--- config.mk ---
export PLATFORM = sky130hd
export DESIGN_NAME = nmea_gga_rmc_field_extractor
export DESIGN_NICKNAME = d
export VERILOG_FILES = /design/src/rtl/core/nmea_fx_pkg.sv /design/src/rtl/core/nmea_gga_rmc_field_extractor.sv
export SDC_FILE = /design/constraint.sdc
export NUM_CORES = 1
export LEC_CHECK = 0
export BUFFER_PORTS_ARGS = -buffer_cell sky130_fd_sc_hd__buf_2
export CAP_MARGIN = 20
export CELL_PAD_IN_SITES_DETAIL_PLACEMENT = 1
export CELL_PAD_IN_SITES_GLOBAL_PLACEMENT = 2
export CORE_ASPECT_RATIO = 1.2
export CORE_MARGIN = 2
export CORE_UTILIZATION = 36
export CTS_CLUSTER_DIAMETER = 80
export CTS_CLUSTER_SIZE = 14
export DETAILED_ROUTE_END_ITERATION = 8
export HOLD_SLACK_MARGIN = 0.06
export PLACE_DENSITY = 0.84
export SKIP_CTS_REPAIR_TIMING = 1
export SLEW_MARGIN = 0
export SYNTH_ARGS = -nofsm -noshare
export SYNTH_HDL_FRONTEND = slang
export SYNTH_SLANG_ARGS = --single-unit
--- constraint.sdc ---
create_clock -name clk -period 11.5 [get_ports clk]
set_input_delay 2.875 -clock clk [delete_from_list [all_inputs] [get_ports clk]]
set_output_delay 2.875 -clock clk [all_outputs]
set_load 0.05 [all_outputs]
--- src/rtl/core/nmea_fx_pkg.sv ---
// Shared types and constants for the NMEA GGA/RMC field extractor.
`timescale 1ns / 1ps
`default_nettype none
package nmea_fx_pkg;

  localparam logic [1:0] TYPE_OTHER = 2'd0;
  localparam logic [1:0] TYPE_GGA   = 2'd1;
  localparam logic [1:0] TYPE_RMC   = 2'd2;

  localparam logic [3:0] FID_TIME    = 4'd0;
  localparam logic [3:0] FID_LAT     = 4'd1;
  localparam logic [3:0] FID_LATDIR  = 4'd2;
  localparam logic [3:0] FID_LON     = 4'd3;
  localparam logic [3:0] FID_LONDIR  = 4'd4;
  localparam logic [3:0] FID_FIELD11 = 4'd5;
  localparam logic [3:0] FID_SPEED   = 4'd6;
  localparam logic [3:0] FID_COURSE  = 4'd7;
  localparam logic [3:0] FID_DATE    = 4'd8;
  localparam logic [3:0] FID_NONE    = 4'd15;

  localparam logic [1:0] REG_GGA_MIN   = 2'd0;
  localparam logic [1:0] REG_RMC_MIN   = 2'd1;
  localparam logic [1:0] REG_FIELD_MAX = 2'd2;

  localparam logic [39:0] GGA_NAME = 40'h4750474741;
  localparam logic [39:0] RMC_NAME = 40'h4750524D43;

  localparam logic [7:0] CHAR_DOLLAR = 8'h24;
  localparam logic [7:0] CHAR_COMMA  = 8'h2C;

  typedef struct packed {
    logic       pair_ready;
    logic       accepted;
    logic [1:0] sentence_type;
    logic [7:0] char_value;
    logic [3:0] field_id;
    logic       kind;
  } result_t;

endpackage
`default_nettype wire

--- src/rtl/core/nmea_gga_rmc_field_extractor.sv ---
// Top level of the NMEA GGA/RMC field extractor: byte parser and result stage.
// Each result is registered in the result register, or in the skid if it stalls.
// Throughput: one byte per cycle while s_tready is high; each byte updates the
// sentence counters and type compare in one pass from input to result register.
// A two-entry output stage (result register plus skid) keeps s_tready high
// while one result waits. Synchronous reset clears all sentence state and the
// pair flags and loads the register defaults (GGA 15, RMC 10, field chars 15).
`timescale 1ns / 1ps
`default_nettype none
module nmea_gga_rmc_field_extractor #(
  parameter int MAX_SENTENCE_BYTES = 255,
  parameter int MAX_TOKENS         = 20,
  parameter int FIELD_CHARS        = 15
) (
  input  wire logic        clk,
  input  wire logic        rst,
  input  wire logic        s_tvalid,
  output logic             s_tready,
  input  wire logic [7:0]  s_tdata,   // [7:0] stream_byte
  input  wire logic        s_tlast,   // end_of_input
  output logic             m_tvalid,
  input  wire logic        m_tready,
  output logic [15:0]      m_tdata,   // [3:0] field_id, [11:4] char_value,
                                      // [13:12] sentence_type, [14] accepted,
                                      // [15] pair_ready
  output logic             m_tuser,   // kind
  input  wire logic        cfg_we,
  input  wire logic [1:0]  cfg_index,
  input  wire logic [4:0]  cfg_data
);
  import nmea_fx_pkg::*;

  localparam logic [7:0] MaxBytes  = 8'(MAX_SENTENCE_BYTES);
  localparam logic [4:0] LastToken = 5'(MAX_TOKENS - 1);
  localparam logic [3:0] FieldCap  = 4'(FIELD_CHARS);

  logic [4:0]  gga_min;
  logic [4:0]  rmc_min;
  logic [3:0]  field_max;

  logic        in_sentence, in_sentence_next;
  logic [7:0]  sentence_bytes, sentence_bytes_next;
  logic [4:0]  token_index, token_index_next;
  logic [3:0]  token_chars, token_chars_next;
  logic [39:0] type_text, type_text_next;
  logic [2:0]  type_length, type_length_next;
  logic [1:0]  current_type, current_type_next;
  logic        gga_seen, gga_seen_next;
  logic        rmc_seen, rmc_seen_next;

  logic        accept;
  logic        push;
  result_t     res;
  logic [1:0]  classified;
  logic [1:0]  done_type;
  logic [5:0]  tok_total;
  logic        acc_gga, acc_rmc;
  logic        seen_g, seen_r;
  logic [3:0]  multi_limit;
  logic [3:0]  limit;
  logic [3:0]  fid;

  result_t     out_reg;
  result_t     skid;
  logic        skid_valid;
  logic        out_free;

  assign accept   = s_tvalid && s_tready;
  assign s_tready = !skid_valid;

  always_comb begin
    if (type_length != 3'd5) begin
      classified = TYPE_OTHER;
    end else if (type_text == GGA_NAME) begin
      classified = TYPE_GGA;
    end else if (type_text == RMC_NAME) begin
      classified = TYPE_RMC;
    end else begin
      classified = TYPE_OTHER;
    end
  end

  assign multi_limit = (field_max < FieldCap) ? field_max : FieldCap;

  always_comb begin
    fid   = FID_NONE;
    limit = multi_limit;
    if (current_type == TYPE_GGA) begin
      case (token_index)
        5'd1:  fid = FID_TIME;
        5'd2:  fid = FID_LAT;
        5'd3: begin
          fid   = FID_LATDIR;
          limit = 4'd1;
        end
        5'd4:  fid = FID_LON;
        5'd5: begin
          fid   = FID_LONDIR;
          limit = 4'd1;
        end
        5'd11: fid = FID_FIELD11;
        default: fid = FID_NONE;
      endcase
    end else if (current_type == TYPE_RMC) begin
      case (token_index)
        5'd7:  fid = FID_SPEED;
        5'd8:  fid = FID_COURSE;
        5'd9:  fid = FID_DATE;
        default: fid = FID_NONE;
      endcase
    end
  end

  assign done_type = (token_index == 5'd0) ? classified : current_type;
  assign tok_total = {1'b0, token_index} + 6'd1;
  assign acc_gga   = (done_type == TYPE_GGA) && (tok_total >= {1'b0, gga_min});
  assign acc_rmc   = (done_type == TYPE_RMC) && (tok_total >= {1'b0, rmc_min});
  assign seen_g    = gga_seen || acc_gga;
  assign seen_r    = rmc_seen || acc_rmc;

  always_comb begin
    in_sentence_next    = in_sentence;
    sentence_bytes_next = sentence_bytes;
    token_index_next    = token_index;
    token_chars_next    = token_chars;
    type_text_next      = type_text;
    type_length_next    = type_length;
    current_type_next   = current_type;
    gga_seen_next       = gga_seen;
    rmc_seen_next       = rmc_seen;
    push                = 1'b0;
    res                 = '0;
    if (accept) begin
      if (s_tlast || s_tdata == CHAR_DOLLAR) begin
        if (in_sentence && sentence_bytes != 8'd0) begin
          push              = 1'b1;
          res.kind          = 1'b1;
          res.sentence_type = done_type;
          res.accepted      = acc_gga || acc_rmc;
          res.pair_ready    = seen_g && seen_r;
          gga_seen_next     = seen_g && !(seen_g && seen_r);
          rmc_seen_next     = seen_r && !(seen_g && seen_r);
        end
        in_sentence_next    = !s_tlast;
        sentence_bytes_next = 8'd0;
        token_index_next    = 5'd0;
        token_chars_next    = 4'd0;
        type_text_next      = '0;
        type_length_next    = 3'd0;
        current_type_next   = TYPE_OTHER;
      end else if (in_sentence && sentence_bytes < MaxBytes) begin
        sentence_bytes_next = sentence_bytes + 8'd1;
        if (s_tdata == CHAR_COMMA && token_index < LastToken) begin
          if (token_index == 5'd0) begin
            current_type_next = classified;
          end
          token_index_next = token_index + 5'd1;
          token_chars_next = 4'd0;
        end else if (token_index == 5'd0) begin
          if (type_length < 3'd5) begin
            type_text_next = {type_text[31:0], s_tdata};
          end
          if (type_length < 3'd6) begin
            type_length_next = type_length + 3'd1;
          end
        end else if (fid != FID_NONE && token_chars < limit) begin
          token_chars_next  = token_chars + 4'd1;
          push              = 1'b1;
          res.kind          = 1'b0;
          res.field_id      = fid;
          res.char_value    = s_tdata;
          res.sentence_type = current_type;
        end
      end
    end
  end

  always_ff @(posedge clk) begin
    if (rst) begin
      gga_min   <= 5'd15;
      rmc_min   <= 5'd10;
      field_max <= 4'd15;
    end else if (cfg_we) begin
      unique case (cfg_index)
        REG_GGA_MIN:   gga_min   <= cfg_data;
        REG_RMC_MIN:   rmc_min   <= cfg_data;
        REG_FIELD_MAX: field_max <= cfg_data[3:0];
        default: ;
      endcase
    end
  end

  always_ff @(posedge clk) begin
    if (rst) begin
      in_sentence    <= 1'b0;
      sentence_bytes <= 8'd0;
      token_index    <= 5'd0;
      token_chars    <= 4'd0;
      type_text      <= '0;
      type_length    <= 3'd0;
      current_type   <= TYPE_OTHER;
      gga_seen       <= 1'b0;
      rmc_seen       <= 1'b0;
    end else begin
      in_sentence    <= in_sentence_next;
      sentence_bytes <= sentence_bytes_next;
      token_index    <= token_index_next;
      token_chars    <= token_chars_next;
      type_text      <= type_text_next;
      type_length    <= type_length_next;
      current_type   <= current_type_next;
      gga_seen       <= gga_seen_next;
      rmc_seen       <= rmc_seen_next;
    end
  end

  // Result register with one skid entry behind it.
  assign out_free = !m_tvalid || m_tready;

  always_ff @(posedge clk) begin
    if (rst) begin
      m_tvalid   <= 1'b0;
      skid_valid <= 1'b0;
    end else if (out_free) begin
      if (skid_valid) begin
        m_tvalid   <= 1'b1;
        skid_valid <= 1'b0;
      end else begin
        m_tvalid <= push;
      end
    end else if (push) begin
      skid_valid <= 1'b1;
    end
  end

  always_ff @(posedge clk) begin
    if (out_free) begin
      if (skid_valid) begin
        out_reg <= skid;
      end else if (push) begin
        out_reg <= res;
      end
    end else if (push) begin
      skid <= res;
    end
  end

  assign m_tuser = out_reg.kind;
  assign m_tdata = {out_reg.pair_ready, out_reg.accepted, out_reg.sentence_type,
                    out_reg.char_value, out_reg.field_id};

  a_skid_behind_out: assert property (@(posedge clk) disable iff (rst)
    skid_valid |-> m_tvalid)
    else $error("skid entry held while result register empty");

  a_char_has_type: assert property (@(posedge clk) disable iff (rst)
    (m_tvalid && !m_tuser) |->
      (out_reg.sentence_type == TYPE_GGA || out_reg.sentence_type == TYPE_RMC))
    else $error("field character from a sentence of no known type");

  a_accept_on_report: assert property (@(posedge clk) disable iff (rst)
    (m_tvalid && out_reg.accepted) |->
      (m_tuser && out_reg.sentence_type != TYPE_OTHER))
    else $error("accepted flag outside a typed report");

  a_pair_clears: assert property (@(posedge clk) disable iff (rst)
    !(gga_seen && rmc_seen))
    else $error("pair flags both held after a report");

endmodule
`default_nettype wire

==> metrics, run 1 <==
status=finished clean; crit start category=primary input; async set-reset flop share out of synthesis=0%; min-delay worst type=flop to flop; Final Max Tran Viols=0; drt via density=5.39; top_reg_cell synth=dfxtp_1; gr usage total=18.5%; TritonRoute pass-1 iters=4; Tmin final=5.86 ns; leakage=2.43 nW; Worst Setup Slack, final=5.64 ns; Data arrival, critical path=5.98 ns; CP max stage delay=0.77 ns; maxcap violations=0; Yosys top cell area share=29.2%; Core ar.=15000 um^2; Initial Util=37.0%; Post-route DRC=0; share of cells above drive strength 1=16.2%; Hold Fails Final Rpt=0; area leader, netlist=dfxtp_1; Relative slew margins=33.3%; Congestion Overflow GR=0; sequential-to-total area share from yosys stat=47.6%; total CTS buffers=17; most frequent cell after synthesis=dfxtp_1; total clock sinks=115; Layout area overhead=17.3%; Antenna Cells=0; final WL=14300 um; vias in the first global route=4710; Overall Power=1.02 mW; commonest cells in the netlist=81 x dfxtp_1, 65 x nand2_1, 58 x a21oi_1; first-pass GRT wire length=24400 um; die area=16400 um^2; Die Span X=117 um; CTS tree=yes; row count=49; WS Path Type=primary input to flop; final setup fails=0; Mapped Cells=580; Syn Std Cell Area=5550 um^2; CTS H-tree depth=4; CP endpoint kind=flop; Yosys warning count=0; initial DRC count=306; RD Place Congestion=0.803; Yosys cell types=82; Avg WL per Cell=17.2 um; vias=4481; Max Clk Rate=171 MHz; CP top delay family=compound AO/OA/AOI/OAI gates; Syn Nets=623; Worst Path Max Fanout=16; Die Height=140 um; CP bufs+invs=2; Worst-Margin Slew=1.00 ns; number of port buffers=39; worst-path cell chain=buf_2 -> nor2b_1 -> o311a_1 -> o211ai_1 -> a2111oi_4 -> nor2_1 -> nor2_1 -> buf_4; largest net degree at the start of global routing=77; Place WS=5.23 ns; initial antenna violation count=1; Max IR drop VDD=0.106 mV; Clock transition at path regs=0.05 ns; clock skew=0.00742 ns; nets=658; pwr dens=156 nW/um^2; IO Pins=40; top cells by area, synth=dfxtp_1 29%, edfxtp_1 18%, a21oi_1 5.2%; RSZ-0062 raised after global routing=no; Worst-Skew Late Latency=0.42 ns; WP data required=11.62 ns; Post-synth EDFFs=34; post-synthesis register bit count=115; Root Driver=clkbuf_16; Detailed Place HPWL=9880 um; CTS Buffer Depth=2; Syn Area/Cell=9.58 um^2; Fin Setup TNS=0 ns; Routed Antenna Nets=0; CP max stage cell=a2111oi_4; crit-path most repeated cell=nor2_1; final worst-path cycle share=51.0%
==> routing by layer <==
layer | up-vias | track usage, % | share of wire, %
li1 | 2159 | - | -
met1 | 2220 | 23.1 | 46
met2 | 75 | 30.9 | 49
met3 | 25 | 4.36 | 3.3
met4 | 2 | 7.67 | 2.2
met5 | - | 0 | 0.077
==> sequential cells by signal (all words and copies together) (netlist names), 2 cells and up <==
signal	cells
type_text	40
skid	17
m_tdata	16
sentence_bytes	8
gga_min	5
rmc_min	5
token_index	5
field_max	4
token_chars	4
type_length	3
current_type	2
==> path summary, 6_finish.rpt <==
path / from / end / slack (ns) / depth (start not counted)
worst max register to register: token_index[0]$_SDFFE_PP0P_ / skid[12]$_DFFE_PP_ / 6.92 / 12
worst min-delay path: type_text[39]$_SDFFE_PP0P_ / type_text[39]$_SDFFE_PP0P_ / 0.45 / 2
worst min register to register: type_text[39]$_SDFFE_PP0P_ / type_text[39]$_SDFFE_PP0P_ / 0.45 / 2
worst max-delay path: s_tvalid / skid[12]$_DFFE_PP_ / 5.64 / 8
==> placed cells by master, fill, tap and decap left out, types with 6 or more instances in the layout <==
cell	instances
inv_1	29
xnor2_1	6
nand2b_1	9
a211o_1	10
ha_1	22
buf_4	6
edfxtp_1	34
nand3_1	49
and2_1	9
buf_2	40
a21o_1	20
clkbuf_16	18
nor2b_1	6
a21oi_1	58
o21ai_0	11
dfxtp_1	81
nor2_1	36
nor3_1	6
nand2_1	65
==> cells by family (layout without fill, tap and decap cells) <==
logic type,count (synthesis),in the layout,synth area share [%]
compound gates,145,145,18.3
simple gates,225,225,21.8
xor+xnor,8,8,1.26
fa+ha+maj,22,22,4.96
mux,5,5,0.924
buf+inv,60,108,5.20
flops,115,115,47.6
==> where the power goes <==
part	switching [mW]	internal (mW)	total [mW]
sequential	0.00273	0.419	0.422
clock	0.186	0.369	0.556
combinational	0.0284	0.0120	0.0404
==> worst min-delay path, cell delays in order, from the launching register on <==
cell and delay [ns]:
dfxtp_1 0.30, nand2_1 0.05, a21oi_1 0.05
==> layout make-up <==
| type | instances | area, um^2 |
|---|---|---|
| fill | 1700 | 8500 |
| inverter | 30 | 114 |
| timing repair buffer | 46 | 245 |
| sequential | 115 | 2640 |
| clock buffer | 23 | 499 |
| clock inverter | 9 | 126 |
| tap | 204 | 255 |
| multi-input combinational | 405 | 2630 |
==> stage by stage <==
step	util [%]	cell area, um^2	hold slack (ns)	instances
5_1_grt	43.4	6520	0.483	832
6_report	43.4	6520	0.451	832
2_1_floorplan	-	5550	0.427	580
3_5_place_dp	39.2	5890	0.452	799
4_1_cts	43.3	6510	0.460	831
3_3_place_gp	39.2	5890	0.439	799
Power figures use the tool's default switching activity.
==> run 2: changes to the inputs <==
--- a/config.mk
+++ b/config.mk
@@ -11,12 +11,12 @@
 export CELL_PAD_IN_SITES_GLOBAL_PLACEMENT = 2
 export CORE_ASPECT_RATIO = 1.2
 export CORE_MARGIN = 2
-export CORE_UTILIZATION = 36
+export CORE_UTILIZATION = 35
 export CTS_CLUSTER_DIAMETER = 80
 export CTS_CLUSTER_SIZE = 14
 export DETAILED_ROUTE_END_ITERATION = 8
 export HOLD_SLACK_MARGIN = 0.06
-export PLACE_DENSITY = 0.84
+export PLACE_DENSITY = 0.85
 export SKIP_CTS_REPAIR_TIMING = 1
 export SLEW_MARGIN = 0
 export SYNTH_ARGS = -nofsm -noshare
==> constraint.sdc (replaced) <==
create_clock -name clk -period 5.3 [get_ports clk]
set_input_delay 1.325 -clock clk [delete_from_list [all_inputs] [get_ports clk]]
set_output_delay 1.325 -clock clk [all_outputs]
set_load 0.05 [all_outputs]
==> run 2 against run 1 <==
Net effect:
- global-route usage fell by 1.2 points
- non-clock buffer count is 1 higher
- critical path depth up 5
- sequential share of layout area grew 0.13 points
- largest power group unchanged
- clock skew increased by 0.0044 ns
- via count down 1.6%
- cell count grew 0.60%
- largest cell class unchanged
- combinational power up 120%
- design area fell by 0.33%
- flip-flop and latch count stayed put
- sequential power grew 120%
- setup slack lost 4.3 ns
==> metrics, run 2 (synthesized netlist as in run 1, its figures left out) <==
status=finished clean; Die Height=142 um (+1.4%); met1 usage in global routing=21.6% (-1.5 points); critical register-to-register path endpoint=m_tdata[10]$_DFFE_PP_; RD Place Congestion=0.828 (+3.2%); Relative slew margins=30.2% (-3.2 points); Worst-Margin Slew=1.05 ns (+0.0476 ns); min-delay worst type=flop to flop; final WL=13900 um (-3.3%); Data arrival, critical path=4.08 ns (-1.90 ns); Detailed Place HPWL=9980 um (+1.1%); total clock sinks=115 (unchanged); leading cell type in the layout, fill and taps excluded=dfxtp_1; met2 usage=28.5% (-2.3 points); Hold Fails Final Rpt=0 (unchanged); drt via density=5.27 (-2.2%); Avg WL per Cell=16.6 um (-3.9%); Layout area overhead=16.9%; IO Pins=40 (unchanged); CTS tree=yes; setup slack, reg-to-reg=1.34 ns (-5.58 ns); TritonRoute pass-1 iters=4 (unchanged); Placed Instance Area=5900 um^2 (+0.21%); GR peak layer=met2; largest net degree at the start of global routing=53 (-31%); final worst-path cycle share=74.8%; max reg flops=40 (unchanged); Post-route DRC=0 (unchanged); initial antenna violation count=0 (-1); reg2reg path depth=13 (+1); RSZ-0062 raised after global routing=no; first-pass GRT wire length=23100 um (-5.4%); fillers=1767 (+3.9%); Antenna Cells=0 (unchanged); clock skew=0.0118 ns (+0.00442 ns); Root Driver=clkbuf_16; Worst Path Max Fanout=16 (unchanged); Tmin final=3.96 ns; Max IR drop VDD=0.207 mV (+95%); met3 Usage GRT=4.57% (+0.21 points); leakage=2.42 nW (-0.72%); share of cells above drive strength 1=16.2% (-0.026 points); final setup fails=0 (unchanged); vias in the first global route=4571 (-3.0%); CTS H-tree depth=4 (unchanged); nets=659 (+0.15%); post-layout util=41.7% (-1.7 points); Overall Power=2.15 mW (+110%); worst hold slack=0.456 ns (+0.00448 ns); Congestion Overflow GR=0 (unchanged); Final Max Tran Viols=0 (unchanged); Fin Setup TNS=0 ns (unchanged); Hold EP=type_text[35]$_SDFFE_PP0P_; gr usage total=17.3% (-1.2 points); row count=50 (+2.0%); Worst R2R Start=token_index[0]$_SDFFE_PP0P_; finished layout cell area=6490 um^2 (-0.33%); total CTS buffers=17 (unchanged); Worst-Skew Late Latency=0.42 ns (about the same); WP data required=5.42 ns (-6.20 ns); maxcap violations=0 (unchanged); crit start category=flop; Routed Antenna Nets=0 (unchanged); initial DRC count=173 (-43%); Clock transition at path regs=0.06 ns (about the same); vias=4409 (-1.6%); Core ar.=15600 um^2 (+3.7%); HP Start=type_text[35]$_SDFFE_PP0P_; Worst Hold Path Cells=2 (unchanged); Max Clk Rate=252 MHz; Die Span X=119 um (+1.4%); pwr dens=331 nW/um^2 (+110%); CP endpoint kind=flop; die area=16900 um^2 (+2.8%); most frequent cells in the layout=81 x dfxtp_1, 65 x nand2_1, 58 x a21oi_1; Initial Util=35.7% (-1.3 points); number of port buffers=39 (unchanged); Reg with most FFs=type_text; WS Path Type=flop to flop; CTS Buffer Depth=2 (unchanged)
==> run 2: cell types whose count changed in the layout (fill, tap and decap cells not counted) <==
cell,previous run,this run
clkbuf_16,18,17
clkbuf_1,2,1
clkinvlp_4,1,5
clkinv_1,0,2
inv_6,0,1
buf_4,6,7
clkinv_2,5,3
clkbuf_8,3,0
==> run 2: worst max-delay path, stage by stage (launching register included) <==
cell       delay, ns
dfxtp_1         0.47
ha_1            0.38
mux2i_1         0.16
or4_1           0.48
nand2_1         0.10
ha_1            0.24
a21oi_1         0.18
and2b_1         0.14
a221oi_1        0.13
a2111oi_4       0.35
buf_4           0.24
nor2_1          0.10
a21boi_1        0.40
buf_4           0.29
==> run 2: report_power, final <==
group | switching (mW) | internal, mW
Clock | 0.410 | 0.734
Sequential | 0.00604 | 0.910
Combinational | 0.0617 | 0.0262
==> run 2: area by class of cell <==
cell class              count  area [um^2]  share of cell area (%)
clock buffers              18          429                    6.61
inverters                  30          114                    1.75
flip-flops and latches    115         2640                    40.7
well taps                 208          260                    4.01
repair buffers             47          253                    3.89
clock inverters            14          163                    2.50
multi-input cells         405         2630                    40.6
==> run 2: worst max-delay path by stage <==
stage	start	cells past startpoint	end
final	token_index[0]$_SDFFE_PP0P_	13	m_tdata[10]$_DFFE_PP_
after global routing	token_index[0]$_SDFFE_PP0P_	13	m_tdata[9]$_DFFE_PP_
after CTS	token_index[0]$_SDFFE_PP0P_	13	m_tdata[9]$_DFFE_PP_
after detailed placement	s_tvalid	9	m_tdata[10]$_DFFE_PP_
after global placement	s_tvalid	9	m_tdata[10]$_DFFE_PP_
after floorplan	s_tvalid	8	m_tdata[0]$_DFFE_PP_
==> run 2: through the flow <==
| stage | std cells | setup WS (ns) |
|---|---|---|
| final | 837 | 1.34 |
| after detailed placement | 804 | 1.22 |
| after floorplan | 580 | 0.847 |
| after global routing | 837 | 0.935 |
| after global placement | 804 | 1.36 |
| after CTS | 836 | 1.30 |
==> run 2: per-layer routing <==
metal	part of all wire, %	wire length [um]
met5	0	0
met4	1.9	257
met3	3.3	454
met2	48	6690
met1	47	6450
